--- config.mk ---
export PLATFORM = sky130hd
export DESIGN_NAME = scalar_kalman_batch_average_core
export DESIGN_NICKNAME = d
export VERILOG_FILES = /design/src/design/skba_pkg.sv /design/src/design/skba_div.sv /design/src/design/skba_dpath.sv /design/src/design/skba_ctrl.sv /design/src/design/scalar_kalman_batch_average_core.sv
export VERILOG_INCLUDE_DIRS = /design/src /design/src/design
export SDC_FILE = /design/constraint.sdc
export NUM_CORES = 2
export LEC_CHECK = 0
export ABC_AREA = 1
export ABC_CLOCK_PERIOD_IN_PS = 7200
export BUFFER_PORTS_ARGS = -buffer_cell sky130_fd_sc_hd__buf_2
export CAP_MARGIN = 30
export CORE_UTILIZATION = 40
export CTS_CLUSTER_DIAMETER = 30
export DETAILED_ROUTE_END_ITERATION = 10
export GPL_ROUTABILITY_DRIVEN = 0
export PLACE_DENSITY = 0.57
export SETUP_SLACK_MARGIN = 0.2
export SLEW_MARGIN = 20
export SYNTH_ARGS = -nofsm -noshare
export SYNTH_HDL_FRONTEND = slang
export SYNTH_HIERARCHICAL = 1
export SYNTH_SLANG_ARGS = --single-unit
export TNS_END_PERCENT = 30
--- constraint.sdc ---
create_clock -name clk -period 7.2 [get_ports clk]
set_clock_uncertainty 0.1 [all_clocks]
set_input_delay 0.36 -clock clk [delete_from_list [all_inputs] [get_ports clk]]
set_output_delay 0.36 -clock clk [all_outputs]
set_load 0.05 [all_outputs]
--- src/design/scalar_kalman_batch_average_core_defines.svh ---
// Assertion macros shared by the scalar Kalman batch average core.
`ifndef SCALAR_KALMAN_BATCH_AVERAGE_CORE_DEFINES_SVH
`define SCALAR_KALMAN_BATCH_AVERAGE_CORE_DEFINES_SVH

`ifndef NO_ASSERTIONS
// Property that must hold at every clock edge outside reset.
`define SKBA_ASSERT_ALWAYS(label, clk, rst, expr, msg) \
  label: assert property (@(posedge clk) disable iff (rst) (expr)) else $error(msg);
// Property whose consequent must hold in the cycle after the antecedent.
`define SKBA_ASSERT_NEXT(label, clk, rst, ante, cons, msg) \
  label: assert property (@(posedge clk) disable iff (rst) (ante) |=> (cons)) else $error(msg);
`else
`define SKBA_ASSERT_ALWAYS(label, clk, rst, expr, msg)
`define SKBA_ASSERT_NEXT(label, clk, rst, ante, cons, msg)
`endif

`endif

--- src/design/skba_pkg.sv ---
// Types and constants of the scalar Kalman batch average core.
package skba_pkg;

  localparam int unsigned SAMPLES  = 10;
  localparam int unsigned FRAC_W   = 16;
  localparam int unsigned SAMPLE_W = 8;
  localparam int unsigned REG_W    = 20;
  localparam int unsigned EST_W    = SAMPLE_W + FRAC_W;
  localparam int unsigned COV_W    = 21;
  localparam int unsigned PT_W     = COV_W + 1;
  localparam int unsigned DEN_W    = PT_W + 1;
  localparam int unsigned GAIN_W   = FRAC_W + 1;
  localparam int unsigned MAG_W    = EST_W;
  localparam int unsigned SUM_W    = 32;
  localparam int unsigned CNT_W    = 7;
  localparam int unsigned STEP_W   = $clog2(GAIN_W + 1);

  // Magnitude of the batch sum with the fraction dropped is at most SAMPLES * 128.
  localparam int unsigned MEAN_W   = $clog2(SAMPLES * 128 + 1);
  localparam int unsigned RECIP_SH = 24;
  localparam int unsigned RECIP_W  = RECIP_SH + 1;
  localparam logic [RECIP_W-1:0] RECIP_C =
    RECIP_W'((2 ** RECIP_SH + SAMPLES - 1) / SAMPLES);

  localparam logic [CNT_W-1:0]  SAMPLES_C = CNT_W'(SAMPLES);
  localparam logic [GAIN_W-1:0] GAIN_ONE  = GAIN_W'(2 ** FRAC_W);

  localparam logic [REG_W-1:0] PROCESS_NOISE_RESET     = REG_W'(1442);
  localparam logic [REG_W-1:0] MEASUREMENT_NOISE_RESET = REG_W'(46989);

  localparam int unsigned APB_ADDR_W = 3;
  localparam int unsigned APB_DATA_W = 32;
  localparam int unsigned REG_SEL_BIT = 2;

  typedef enum logic {
    REG_PROCESS_NOISE     = 1'b0,
    REG_MEASUREMENT_NOISE = 1'b1
  } reg_sel_t;

  typedef struct packed {
    logic load;
    logic prep;
    logic div_start;
    logic mul;
    logic update;
    logic accum;
    logic mean_abs;
    logic mean_mul;
    logic emit;
  } cmd_t;

  typedef struct packed {
    logic div_done;
    logic last;
    logic out_free;
  } status_t;

endpackage

--- src/design/skba_div.sv ---
// Restoring divider that forms the Kalman gain one quotient bit per cycle.
module skba_div import skba_pkg::*; (
  input  logic              clk,
  input  logic              rst,
  input  logic              start,
  input  logic [PT_W-1:0]   num,
  input  logic [DEN_W-1:0]  den,
  output logic              done,
  output logic [GAIN_W-1:0] quot
);

  logic              busy;
  logic [STEP_W-1:0] step;
  logic [DEN_W:0]    rem;
  logic [DEN_W-1:0]  den_r;
  logic              den_zero;
  logic              take;
  logic [DEN_W:0]    rem_sub;

  // The numerator never exceeds the denominator, so the first step yields the
  // integer bit and the remaining steps the fraction bits.
  assign take    = !den_zero && (rem >= {1'b0, den_r});
  assign rem_sub = take ? (rem - {1'b0, den_r}) : rem;
  assign done    = busy && (step == STEP_W'(1));

  always_ff @(posedge clk) begin
    if (rst) begin
      busy <= 1'b0;
      step <= '0;
    end else if (start) begin
      busy <= 1'b1;
      step <= STEP_W'(GAIN_W);
    end else if (busy) begin
      step <= step - STEP_W'(1);
      if (step == STEP_W'(1)) begin
        busy <= 1'b0;
      end
    end
  end

  always_ff @(posedge clk) begin
    if (start) begin
      rem      <= {2'b00, num};
      den_r    <= den;
      den_zero <= (den == '0);
      quot     <= '0;
    end else if (busy) begin
      rem  <= {rem_sub[DEN_W-1:0], 1'b0};
      quot <= {quot[GAIN_W-2:0], take};
    end
  end

endmodule

--- src/design/skba_dpath.sv ---
// Datapath of the scalar Kalman batch average core: filter state, multipliers,
// batch sum, mean and output register.
`include "scalar_kalman_batch_average_core_defines.svh"

module skba_dpath import skba_pkg::*; (
  input  logic                clk,
  input  logic                rst,
  input  cmd_t                cmd,
  output status_t             status,
  input  logic [SAMPLE_W-1:0] rssi_sample,
  input  logic [REG_W-1:0]    process_noise,
  input  logic [REG_W-1:0]    measurement_noise,
  output logic                out_valid,
  input  logic                out_ready,
  output logic [SAMPLE_W-1:0] average_estimate
);

  logic [EST_W-1:0]          z_in;
  logic [EST_W-1:0]          sample_z;
  logic [EST_W-1:0]          estimate;
  logic [COV_W-1:0]          covariance;
  logic [SUM_W-1:0]          estimate_sum;
  logic [CNT_W-1:0]          sample_count;
  logic [PT_W-1:0]           pt;
  logic [DEN_W-1:0]          denom;
  logic [MAG_W-1:0]          diff_mag;
  logic                      diff_neg;
  logic [MAG_W+GAIN_W-1:0]   corr_prod;
  logic [GAIN_W+PT_W-1:0]    cov_prod;
  logic [MEAN_W-1:0]         mean_mag;
  logic                      mean_neg;
  logic [MEAN_W+RECIP_W-1:0] mean_prod;
  logic [GAIN_W-1:0]         gain;
  logic                      div_done;

  logic [PT_W-1:0]     pt_calc;
  logic [EST_W:0]      diff_calc;
  logic [EST_W:0]      diff_abs;
  logic [MAG_W-1:0]    corr;
  logic [GAIN_W-1:0]   gain_rest;
  logic [SUM_W-1:0]    sum_abs;
  logic [SAMPLE_W-1:0] mean_q;

  assign z_in      = {rssi_sample, {FRAC_W{1'b0}}};
  assign pt_calc   = {1'b0, covariance} + {{(PT_W-REG_W){1'b0}}, process_noise};
  assign diff_calc = {sample_z[EST_W-1], sample_z} - {estimate[EST_W-1], estimate};
  assign diff_abs  = diff_calc[EST_W] ? (~diff_calc + 1'b1) : diff_calc;
  assign corr      = corr_prod[FRAC_W +: MAG_W];
  assign gain_rest = GAIN_ONE - gain;
  assign sum_abs   = estimate_sum[SUM_W-1] ? (~estimate_sum + 1'b1) : estimate_sum;
  assign mean_q    = mean_prod[RECIP_SH +: SAMPLE_W];

  skba_div u_div (
    .clk   (clk),
    .rst   (rst),
    .start (cmd.div_start),
    .num   (pt),
    .den   (denom),
    .done  (div_done),
    .quot  (gain)
  );

  always_ff @(posedge clk) begin
    if (cmd.load) begin
      sample_z <= z_in;
      // A new batch restarts from the first sample with zero covariance.
      if (sample_count == '0) begin
        estimate     <= z_in;
        covariance   <= '0;
        estimate_sum <= '0;
      end
    end
    if (cmd.prep) begin
      pt       <= pt_calc;
      denom    <= {1'b0, pt_calc} + {{(DEN_W-REG_W){1'b0}}, measurement_noise};
      diff_mag <= diff_abs[MAG_W-1:0];
      diff_neg <= diff_calc[EST_W];
    end
    if (cmd.mul) begin
      corr_prod <= {{GAIN_W{1'b0}}, diff_mag} * {{MAG_W{1'b0}}, gain};
      cov_prod  <= {{PT_W{1'b0}}, gain_rest} * {{GAIN_W{1'b0}}, pt};
    end
    if (cmd.update) begin
      estimate   <= diff_neg ? (estimate - corr) : (estimate + corr);
      covariance <= cov_prod[FRAC_W +: COV_W];
    end
    if (cmd.accum) begin
      estimate_sum <= estimate_sum + {{(SUM_W-EST_W){estimate[EST_W-1]}}, estimate};
    end
    if (cmd.mean_abs) begin
      mean_mag <= sum_abs[FRAC_W +: MEAN_W];
      mean_neg <= estimate_sum[SUM_W-1];
    end
    if (cmd.mean_mul) begin
      mean_prod <= {{RECIP_W{1'b0}}, mean_mag} * {{MEAN_W{1'b0}}, RECIP_C};
    end
    if (cmd.emit) begin
      average_estimate <= mean_neg ? (~mean_q + 1'b1) : mean_q;
    end
  end

  always_ff @(posedge clk) begin
    if (rst) begin
      sample_count <= '0;
      out_valid    <= 1'b0;
    end else begin
      if (cmd.emit) begin
        sample_count <= '0;
      end else if (cmd.update) begin
        sample_count <= sample_count + CNT_W'(1);
      end
      if (cmd.emit) begin
        out_valid <= 1'b1;
      end else if (out_ready) begin
        out_valid <= 1'b0;
      end
    end
  end

  assign status.div_done = div_done;
  assign status.last     = (sample_count == SAMPLES_C);
  assign status.out_free = !out_valid || out_ready;

  `SKBA_ASSERT_ALWAYS(a_count_range, clk, rst, sample_count <= SAMPLES_C, "sample count beyond batch size")
  `SKBA_ASSERT_ALWAYS(a_gain_range, clk, rst, !cmd.mul || (gain <= GAIN_ONE), "gain above one")
  `SKBA_ASSERT_NEXT(a_emit_restart, clk, rst, cmd.emit, out_valid && (sample_count == '0), "batch not restarted after mean")

endmodule

--- src/design/skba_ctrl.sv ---
// Controller state machine that sequences each sample, and each batch mean, through the datapath.
`include "scalar_kalman_batch_average_core_defines.svh"

module skba_ctrl import skba_pkg::*; (
  input  logic    clk,
  input  logic    rst,
  input  logic    in_valid,
  output logic    in_ready,
  input  status_t status,
  output cmd_t    cmd
);

  typedef enum logic [9:0] {
    ST_IDLE      = 10'b0000000001,
    ST_PREP      = 10'b0000000010,
    ST_DIV_START = 10'b0000000100,
    ST_DIV_WAIT  = 10'b0000001000,
    ST_MUL       = 10'b0000010000,
    ST_UPDATE    = 10'b0000100000,
    ST_ACCUM     = 10'b0001000000,
    ST_MEAN_ABS  = 10'b0010000000,
    ST_MEAN_MUL  = 10'b0100000000,
    ST_EMIT      = 10'b1000000000
  } state_t;

  state_t state;
  state_t state_next;

  always_ff @(posedge clk) begin
    if (rst) begin
      state <= ST_IDLE;
    end else begin
      state <= state_next;
    end
  end

  always_comb begin
    state_next = state;
    cmd        = '0;
    in_ready   = 1'b0;
    case (state)
      ST_IDLE: begin
        in_ready = 1'b1;
        if (in_valid) begin
          cmd.load   = 1'b1;
          state_next = ST_PREP;
        end
      end
      ST_PREP: begin
        cmd.prep   = 1'b1;
        state_next = ST_DIV_START;
      end
      ST_DIV_START: begin
        cmd.div_start = 1'b1;
        state_next    = ST_DIV_WAIT;
      end
      ST_DIV_WAIT: begin
        if (status.div_done) begin
          state_next = ST_MUL;
        end
      end
      ST_MUL: begin
        cmd.mul    = 1'b1;
        state_next = ST_UPDATE;
      end
      ST_UPDATE: begin
        cmd.update = 1'b1;
        state_next = ST_ACCUM;
      end
      ST_ACCUM: begin
        cmd.accum  = 1'b1;
        state_next = status.last ? ST_MEAN_ABS : ST_IDLE;
      end
      ST_MEAN_ABS: begin
        cmd.mean_abs = 1'b1;
        state_next   = ST_MEAN_MUL;
      end
      ST_MEAN_MUL: begin
        cmd.mean_mul = 1'b1;
        state_next   = ST_EMIT;
      end
      ST_EMIT: begin
        // Hold the mean until the output register is free.
        if (status.out_free) begin
          cmd.emit   = 1'b1;
          state_next = ST_IDLE;
        end
      end
      default: begin
        state_next = ST_IDLE;
      end
    endcase
  end

  `SKBA_ASSERT_ALWAYS(a_emit_free, clk, rst, !cmd.emit || status.out_free, "mean written over a pending result")
  `SKBA_ASSERT_NEXT(a_div_to_mul, clk, rst, (state == ST_DIV_WAIT) && status.div_done, state == ST_MUL, "divider completion missed")
  `SKBA_ASSERT_NEXT(a_last_to_mean, clk, rst, (state == ST_ACCUM) && status.last, state == ST_MEAN_ABS, "batch end missed")

endmodule

--- src/design/scalar_kalman_batch_average_core.sv ---
// Top level of the scalar Kalman batch average core with its register port.
// The 17-step gain divider takes most of the time from each accepted sample transfer
// to the next possible transfer.
// After the last sample of a batch the controller also forms the mean and writes it
// to the output register once that register is free.
// Synchronous reset clears the controller, the sample count and the output valid,
// and loads the noise registers with their defaults.
module scalar_kalman_batch_average_core import skba_pkg::*; (
  input  logic                  clk,
  input  logic                  rst,
  input  logic                  s_tvalid,
  output logic                  s_tready,
  input  logic [7:0]            s_tdata,   // [7:0] rssi_sample
  output logic                  m_tvalid,
  input  logic                  m_tready,
  output logic [7:0]            m_tdata,   // [7:0] average_estimate
  input  logic                  psel,
  input  logic                  penable,
  input  logic                  pwrite,
  input  logic [APB_ADDR_W-1:0] paddr,
  input  logic [APB_DATA_W-1:0] pwdata,
  output logic [APB_DATA_W-1:0] prdata,
  output logic                  pready
);

  logic [REG_W-1:0] process_noise;
  logic [REG_W-1:0] measurement_noise;
  logic             reg_write;
  reg_sel_t         reg_sel;
  cmd_t             cmd;
  status_t          status;

  // The register port never stalls. Process noise lives at byte address 0 and
  // measurement noise at byte address 4; only the low 20 data bits are kept.
  assign pready    = 1'b1;
  assign reg_write = psel && penable && pwrite && pready;
  assign reg_sel   = reg_sel_t'(paddr[REG_SEL_BIT]);

  always_ff @(posedge clk) begin
    if (rst) begin
      process_noise     <= PROCESS_NOISE_RESET;
      measurement_noise <= MEASUREMENT_NOISE_RESET;
    end else if (reg_write) begin
      case (reg_sel)
        REG_PROCESS_NOISE: begin
          process_noise <= pwdata[REG_W-1:0];
        end
        REG_MEASUREMENT_NOISE: begin
          measurement_noise <= pwdata[REG_W-1:0];
        end
        default: begin
          process_noise <= process_noise;
        end
      endcase
    end
  end

  always_comb begin
    case (reg_sel)
      REG_PROCESS_NOISE: begin
        prdata = {{(APB_DATA_W-REG_W){1'b0}}, process_noise};
      end
      REG_MEASUREMENT_NOISE: begin
        prdata = {{(APB_DATA_W-REG_W){1'b0}}, measurement_noise};
      end
      default: begin
        prdata = '0;
      end
    endcase
  end

  // The controller takes a sample only when idle and then steps the datapath
  // through the covariance prediction, gain division, correction and batch sum.
  skba_ctrl u_ctrl (
    .clk      (clk),
    .rst      (rst),
    .in_valid (s_tvalid),
    .in_ready (s_tready),
    .status   (status),
    .cmd      (cmd)
  );

  // The datapath holds the result in its own output register, so a finished
  // mean may wait for the sink while the next batch is already being filtered.
  skba_dpath u_dpath (
    .clk               (clk),
    .rst               (rst),
    .cmd               (cmd),
    .status            (status),
    .rssi_sample       (s_tdata),
    .process_noise     (process_noise),
    .measurement_noise (measurement_noise),
    .out_valid         (m_tvalid),
    .out_ready         (m_tready),
    .average_estimate  (m_tdata)
  );

endmodule
# Word-level counts from Yosys, hierarchy flattened
# Index checks and enable logic that the tools add are counted.
[word_totals]
elab_cells = 126
regBits = 412
output_inout_bits = 43
[classes]
bitwise_logic = 4
n_eq_ne = 15
n_addsub = 13
mux = 41
order_cmp = 1
mul = 3
n_reduce_logical = 22
[op_table]
columns = ["operator", "count"]
rows = [
  ["$mux 24", 5],
  ["$pmux 10 s10", 1],
  ["$mux 32", 3],
  ["$pmux 32 s2", 1],
  ["$mux 21", 3],
  ["$mux 22", 2],
  ["$mul 24x17->40", 1],
  ["$mul 17x22->37", 1],
  ["$add 32x32->32", 1],
  ["$mul 11x20->31 const B", 1],
  ["$mux 10", 3],
  ["$add 27x1->27 const B", 1],
  ["$mux 27", 1],
  ["$not 27->27", 1],
  ["$sub 24x24->25", 1],
  ["$add 24x1->24 const B", 1],
  ["$add 24x24->24", 1],
  ["$ge 24x23->1", 1],
  ["$not 24->24", 1],
  ["$sub 24x24->24", 1],
  ["$add 22x20->23", 1],
  ["$logic_not 23->1", 1],
  ["$mux 23", 1],
  ["$sub 23x23->23", 1],
  ["32 further kinds", 64],
]

# Longest topological paths before layout
[logic_depth]
ltp_word = 5
mapped_depth = 36
depth_no_buf = 33

# By module
# Netlist, hierarchy kept.
[by_module_without_submodules]
columns = ["module", "cells_per_inst", "instances", "area_per_inst_um2", "seq_area_each_um2"]
rows = [
  ["skba_dpath", 5457, 1, 43339.1, 7006.7],
  ["skba_div", 662, 1, 4667.0, 1881.8],
  ["scalar_kalman_batch_average_core", 304, 1, 1976.9, 800.8],
  ["skba_ctrl", 97, 1, 659.4, 200.2],
]

# Least setup slack after synthesis
# Ideal clock, no wire load.
[synth_path]
path_type = "register to register"
startpoint = "reg u_dpath.u_div.quot[1]"
endpoint = "reg u_dpath.cov_prod[35] (data pin)"
path_buffers = 3
path_stages_with_launch = 32
t_required_ns = 6.842
setup_time_ns = 0.258
setup_slack_ns = 0.093
t_arrival_ns = 6.749
cell_sequence = "dfxtp_1 -> clkbuf_1 -> clkbuf_1 -> inv_1 -> ha_1 -> nand2_2 -> nor2_4 -> nand3_2 -> nor3_4 -> nand4_2 -> or2_4 -> or2_0 -> nand2_2 -> buf_8 -> nor2_2 -> fa_1 -> inv_1 -> fa_1 -> inv_1 -> fa_1 -> fa_1 -> fa_1 -> inv_1 -> fa_1 -> inv_1 -> ha_1 -> a21oi_1 -> o21ai_0 -> o21bai_1 -> a221oi_1 -> nand2_1 -> xor2_1"
[synth_between]
elab_chain_len = 2
[synth_lines]
columns = ["item", "line", "source"]
rows = [
  ["from (decl)", "skba_div.sv:9", "output logic [GAIN_W-1:0] quot"],
  ["from (signal assigned)", "skba_div.sv:49", "quot <= {quot[GAIN_W-2:0], take};"],
  ["$sub 17x17->17", "skba_dpath.sv:49", "assign gain_rest = GAIN_ONE - gain;"],
  ["$mul 17x22->37", "skba_dpath.sv:81", "cov_prod <= {{PT_W{1'b0}}, gain_rest} * {{GAIN_W{1'b0}}, pt};"],
  ["to (signal assigned)", "skba_dpath.sv:81", ""],
  ["to (decl)", "skba_dpath.sv:29", "logic [GAIN_W+PT_W-1:0] cov_prod;"],
]
# Every way passes these cells.
# A chain may end at the register's enable or synchronous reset.

# Worst setup path after layout
[layout_path]
startpoint = "reg u_dpath.u_div.quot[0]"
endpoint = "reg u_dpath.cov_prod[35] (data pin)"
# Same word-level chain as after synthesis.

==> results.sh <==
export IMPL_status="completed"
export IMPL_stdcell_count=8385
export IMPL_min_from="rst"
export IMPL_setup_violations=0
export IMPL_critPathMaxFanout=6
export IMPL_synth_compound_area_share_pct=6.53
export IMPL_routedWlPerCell_um=16.6
export IMPL_crit_path_end_kind="flip-flop"
export IMPL_drv_cap=0
export IMPL_slew_headroom_pct=35.4
export IMPL_maxSlewViolCount=0
export IMPL_reg2reg_from="u_dpath/u_div/quot[0]$_SDFFE_PP0P_"
export IMPL_tightest_slew_ps=969
export IMPL_drtAntennaViolNets=0
export IMPL_crit_slowest_cell="fa_1"
export IMPL_hold_violations=0
export IMPL_layout_drive_gt1_share_pct=8.66
export IMPL_cts_buffers=79
export IMPL_critPathTopFamily="adder cells"
export IMPL_async_reset_ff_share_pct=0
export IMPL_rrSetupSlack_ps=290
export IMPL_syn_area_mm2=0.0506
export IMPL_yosysUniqueCellTypes=66
export IMPL_hold_class="in -> reg"
export IMPL_vias=41800
export IMPL_rsz0062_at_grt="true"
export IMPL_root_buffer="clkbuf_16"
export IMPL_numPortBuffers=65
export IMPL_synthFlopType="edfxtp_1"
export IMPL_timing_final_ws_setup_ps=286
export IMPL_antenna_found_initial=0
export IMPL_drt_wl_total_um=139000
export IMPL_clockBufferDepth=3
export IMPL_grt_start_max_net_pins=52
export IMPL_final_cell_area_mm2=0.0573
export IMPL_finalCriticalPeriod_ps=6910
export IMPL_critPathMostFrequentCell="fa_1"
export IMPL_syn_to_final_growth_pct=13.2
export IMPL_synthXorXnorAreaFrac_pct=2.94
export IMPL_cp_startpoint="u_dpath/u_div/quot[0]$_SDFFE_PP0P_"
export IMPL_grt_overflow_total=0
export IMPL_core_mm2=0.126
export IMPL_finalCritPeriodShare_pct=96.0
export IMPL_cp_start_kind="flip-flop"
export IMPL_max_freq_ghz=0.145
export IMPL_die_area_mm2=0.128
export IMPL_place_area_mm2=0.0534
export IMPL_cp_num_buf_inv=7
export IMPL_cts_sinks=357
export IMPL_die_h_um=358
export IMPL_rows=130
export IMPL_synth_simple_area_share_pct=21.8
export IMPL_postSynthCellCount=6520
export IMPL_synth_area_mux_share_pct=0
export IMPL_holdWs_ps=48.5
export IMPL_grt_use_total_pct=22.2
export IMPL_drt_pass1_iter_count=7
export IMPL_placed_cells=8191
export IMPL_synth_edf_count=274
export IMPL_avgViaCountPerCell=4.99
export IMPL_avgSynthCellArea_um2=7.77
export IMPL_drtIter0Drc=2537
export IMPL_synth_warning_count=6
export IMPL_synthAdderAreaFrac_pct=36.6
export IMPL_crit_required_ps=7500
export IMPL_dpl_hpwl_um=114000
export IMPL_slowest_delay_ps=520
export IMPL_worstPathArrival_ps=7210
export IMPL_htree_levels=3
export IMPL_critPathKind="reg -> reg"
export IMPL_yosysSeqAreaShare_pct=19.5
export IMPL_insertion_delay_ps=680
export IMPL_nets=7801
export IMPL_cts_tree="done"
export IMPL_ioPinCount=93
export IMPL_drc_errors=0
export IMPL_grt_pass1_vias=42200
export IMPL_antennaDiodeCount=0
export IMPL_grt_pass1_wl_um=223000
export IMPL_start_util_pct=40.3
export IMPL_path_clk_slew_ps=50
export IMPL_pre_cts_slack_ps=-35.2
export IMPL_synth_top_family_by_area="adder cells"
export IMPL_ys_ff_latch=357
export IMPL_die_w_um=358
synth_stat cells (9+ instances only):
cell type / instances / share of area, %
a21oi_1: 240 / 2.4
buf_6: 9 / 0.20
nor2_2: 24 / 0.30
a211oi_1: 10 / 0.15
o21bai_1: 21 / 0.31
a31oi_1: 34 / 0.42
ha_1: 418 / 10
nand4_1: 52 / 0.64
buf_4: 17 / 0.25
xnor2_1: 52 / 0.90
nor4_1: 25 / 0.31
dfxtp_1: 83 / 3.3
nand2_2: 13 / 0.16
nor2_1: 524 / 3.9
a21boi_0: 9 / 0.13
o21a_1: 15 / 0.22
or2_2: 10 / 0.12
fa_1: 665 / 26
buf_1: 20 / 0.15
o22ai_1: 16 / 0.20
edfxtp_1: 274 / 16
xor2_1: 118 / 2.0
nand3_1: 234 / 2.3
o21ai_0: 184 / 1.8
buf_2: 13 / 0.13
inv_1: 1435 / 11
clkbuf_1: 145 / 1.1
a21o_1: 22 / 0.33
nand3b_1: 18 / 0.27
nor3_1: 59 / 0.58
nand2_1: 1660 / 12
o211ai_1: 9 / 0.13
cell usage in the layout (no fill, tap or decap), types with 79 or more instances in the layout:
cell and n:
nor2_1 511, fa_1 658, edfxtp_1 274, nand2_1 1640, a21oi_1 222, ha_1 398, xor2_1 118, nand3_1 230
clkbuf_16 79, inv_1 1416, o21ai_0 171, buf_4 155, dfxtp_1 81
repair_timing:
item / CTS / global route
pin swaps: 19 / 89
hold endpoints to repair: 57 / 0
endpoints found under the setup margin: 20 / 21
resized for setup: 26 / 138
hold buffers: 30 / 0
setup buffers: 0 / 15
metal layers:
metal  routed length, um  track usage (%)
met5                   0                0
met4                4520             7.26
met3                7280             3.11
met2               65600             37.1
met1               61900             29.6
logic make-up after synthesis:
kind of cell / count (synthesis)
simple gates: 2662
buf+inv: 1658
fa+ha+maj: 1083
flops: 357
xor+xnor: 170
other cells: 2
compound gates: 588
path summary, 6_finish.rpt:
path | to | depth (start not counted)
worst max-delay path | u_dpath/cov_prod[35]$_DFFE_PP_ | 30
worst min-delay path | u_dpath/out_valid$_SDFFE_PP0P_ | 2
worst max register to register | u_dpath/cov_prod[35]$_DFFE_PP_ | 30
worst min register to register | u_dpath/u_div/den_r[20]$_DFFE_PP_ | 0
worst register-to-register path: cells and delay by family (launching register included):
kind | cells | cell delay, ps
DFF | 1 | 320
xor gates and xnor gates | 1 | 150
adders and majority gates | 8 | 3470
AOI/OAI and AO/OA | 4 | 730
buffers and inverters | 7 | 500
and+or+nand+nor | 10 | 1400
metrics by stage:
step / TNS, ps / utilization, %
3_3_place_gp: -38.8 / 42.5
6_report: 0 / 45.7
3_5_place_dp: -55.2 / 42.5
5_1_grt: 0 / 45.7
4_1_cts: 0 / 45.1
2_1_floorplan: 0 / -
flip-flops by register name (all words and copies together), names as in the netlist, 5 cells and up:
| register | count |
|---|---|
| u_dpath/sample_z | 8 |
| u_dpath/u_div/den_r | 23 |
| u_dpath/cov_prod | 21 |
| u_dpath/pt | 22 |
| u_dpath/estimate_sum | 32 |
| process_noise | 20 |
| u_dpath/average_estimate | 8 |
| u_dpath/mean_prod | 8 |
| u_dpath/u_div/rem | 24 |
| u_dpath/denom | 23 |
| u_dpath/sample_count | 7 |
| measurement_noise | 20 |
| u_dpath/covariance | 21 |
| u_ctrl/state | 10 |
| u_dpath/corr_prod | 24 |
| u_dpath/u_div/quot | 17 |
| u_dpath/mean_mag | 11 |
| u_dpath/diff_mag | 24 |
| u_dpath/u_div/step | 5 |
| u_dpath/estimate | 24 |
final cells by class:
type / count / area [um2]
Fill cell: 12500 / 68200
Multi-Input combinational cell: 4516 / 35000
Sequential cell: 357 / 9890
Inverter: 1453 / 5480
Tap cell: 1650 / 2060
Clock buffer: 82 / 1990
Timing Repair Buffer: 261 / 1970
Clock inverter: 66 / 895
Power is not shown: default switching activity piles up to over one toggle a cycle in this logic, so the estimate is an artifact.
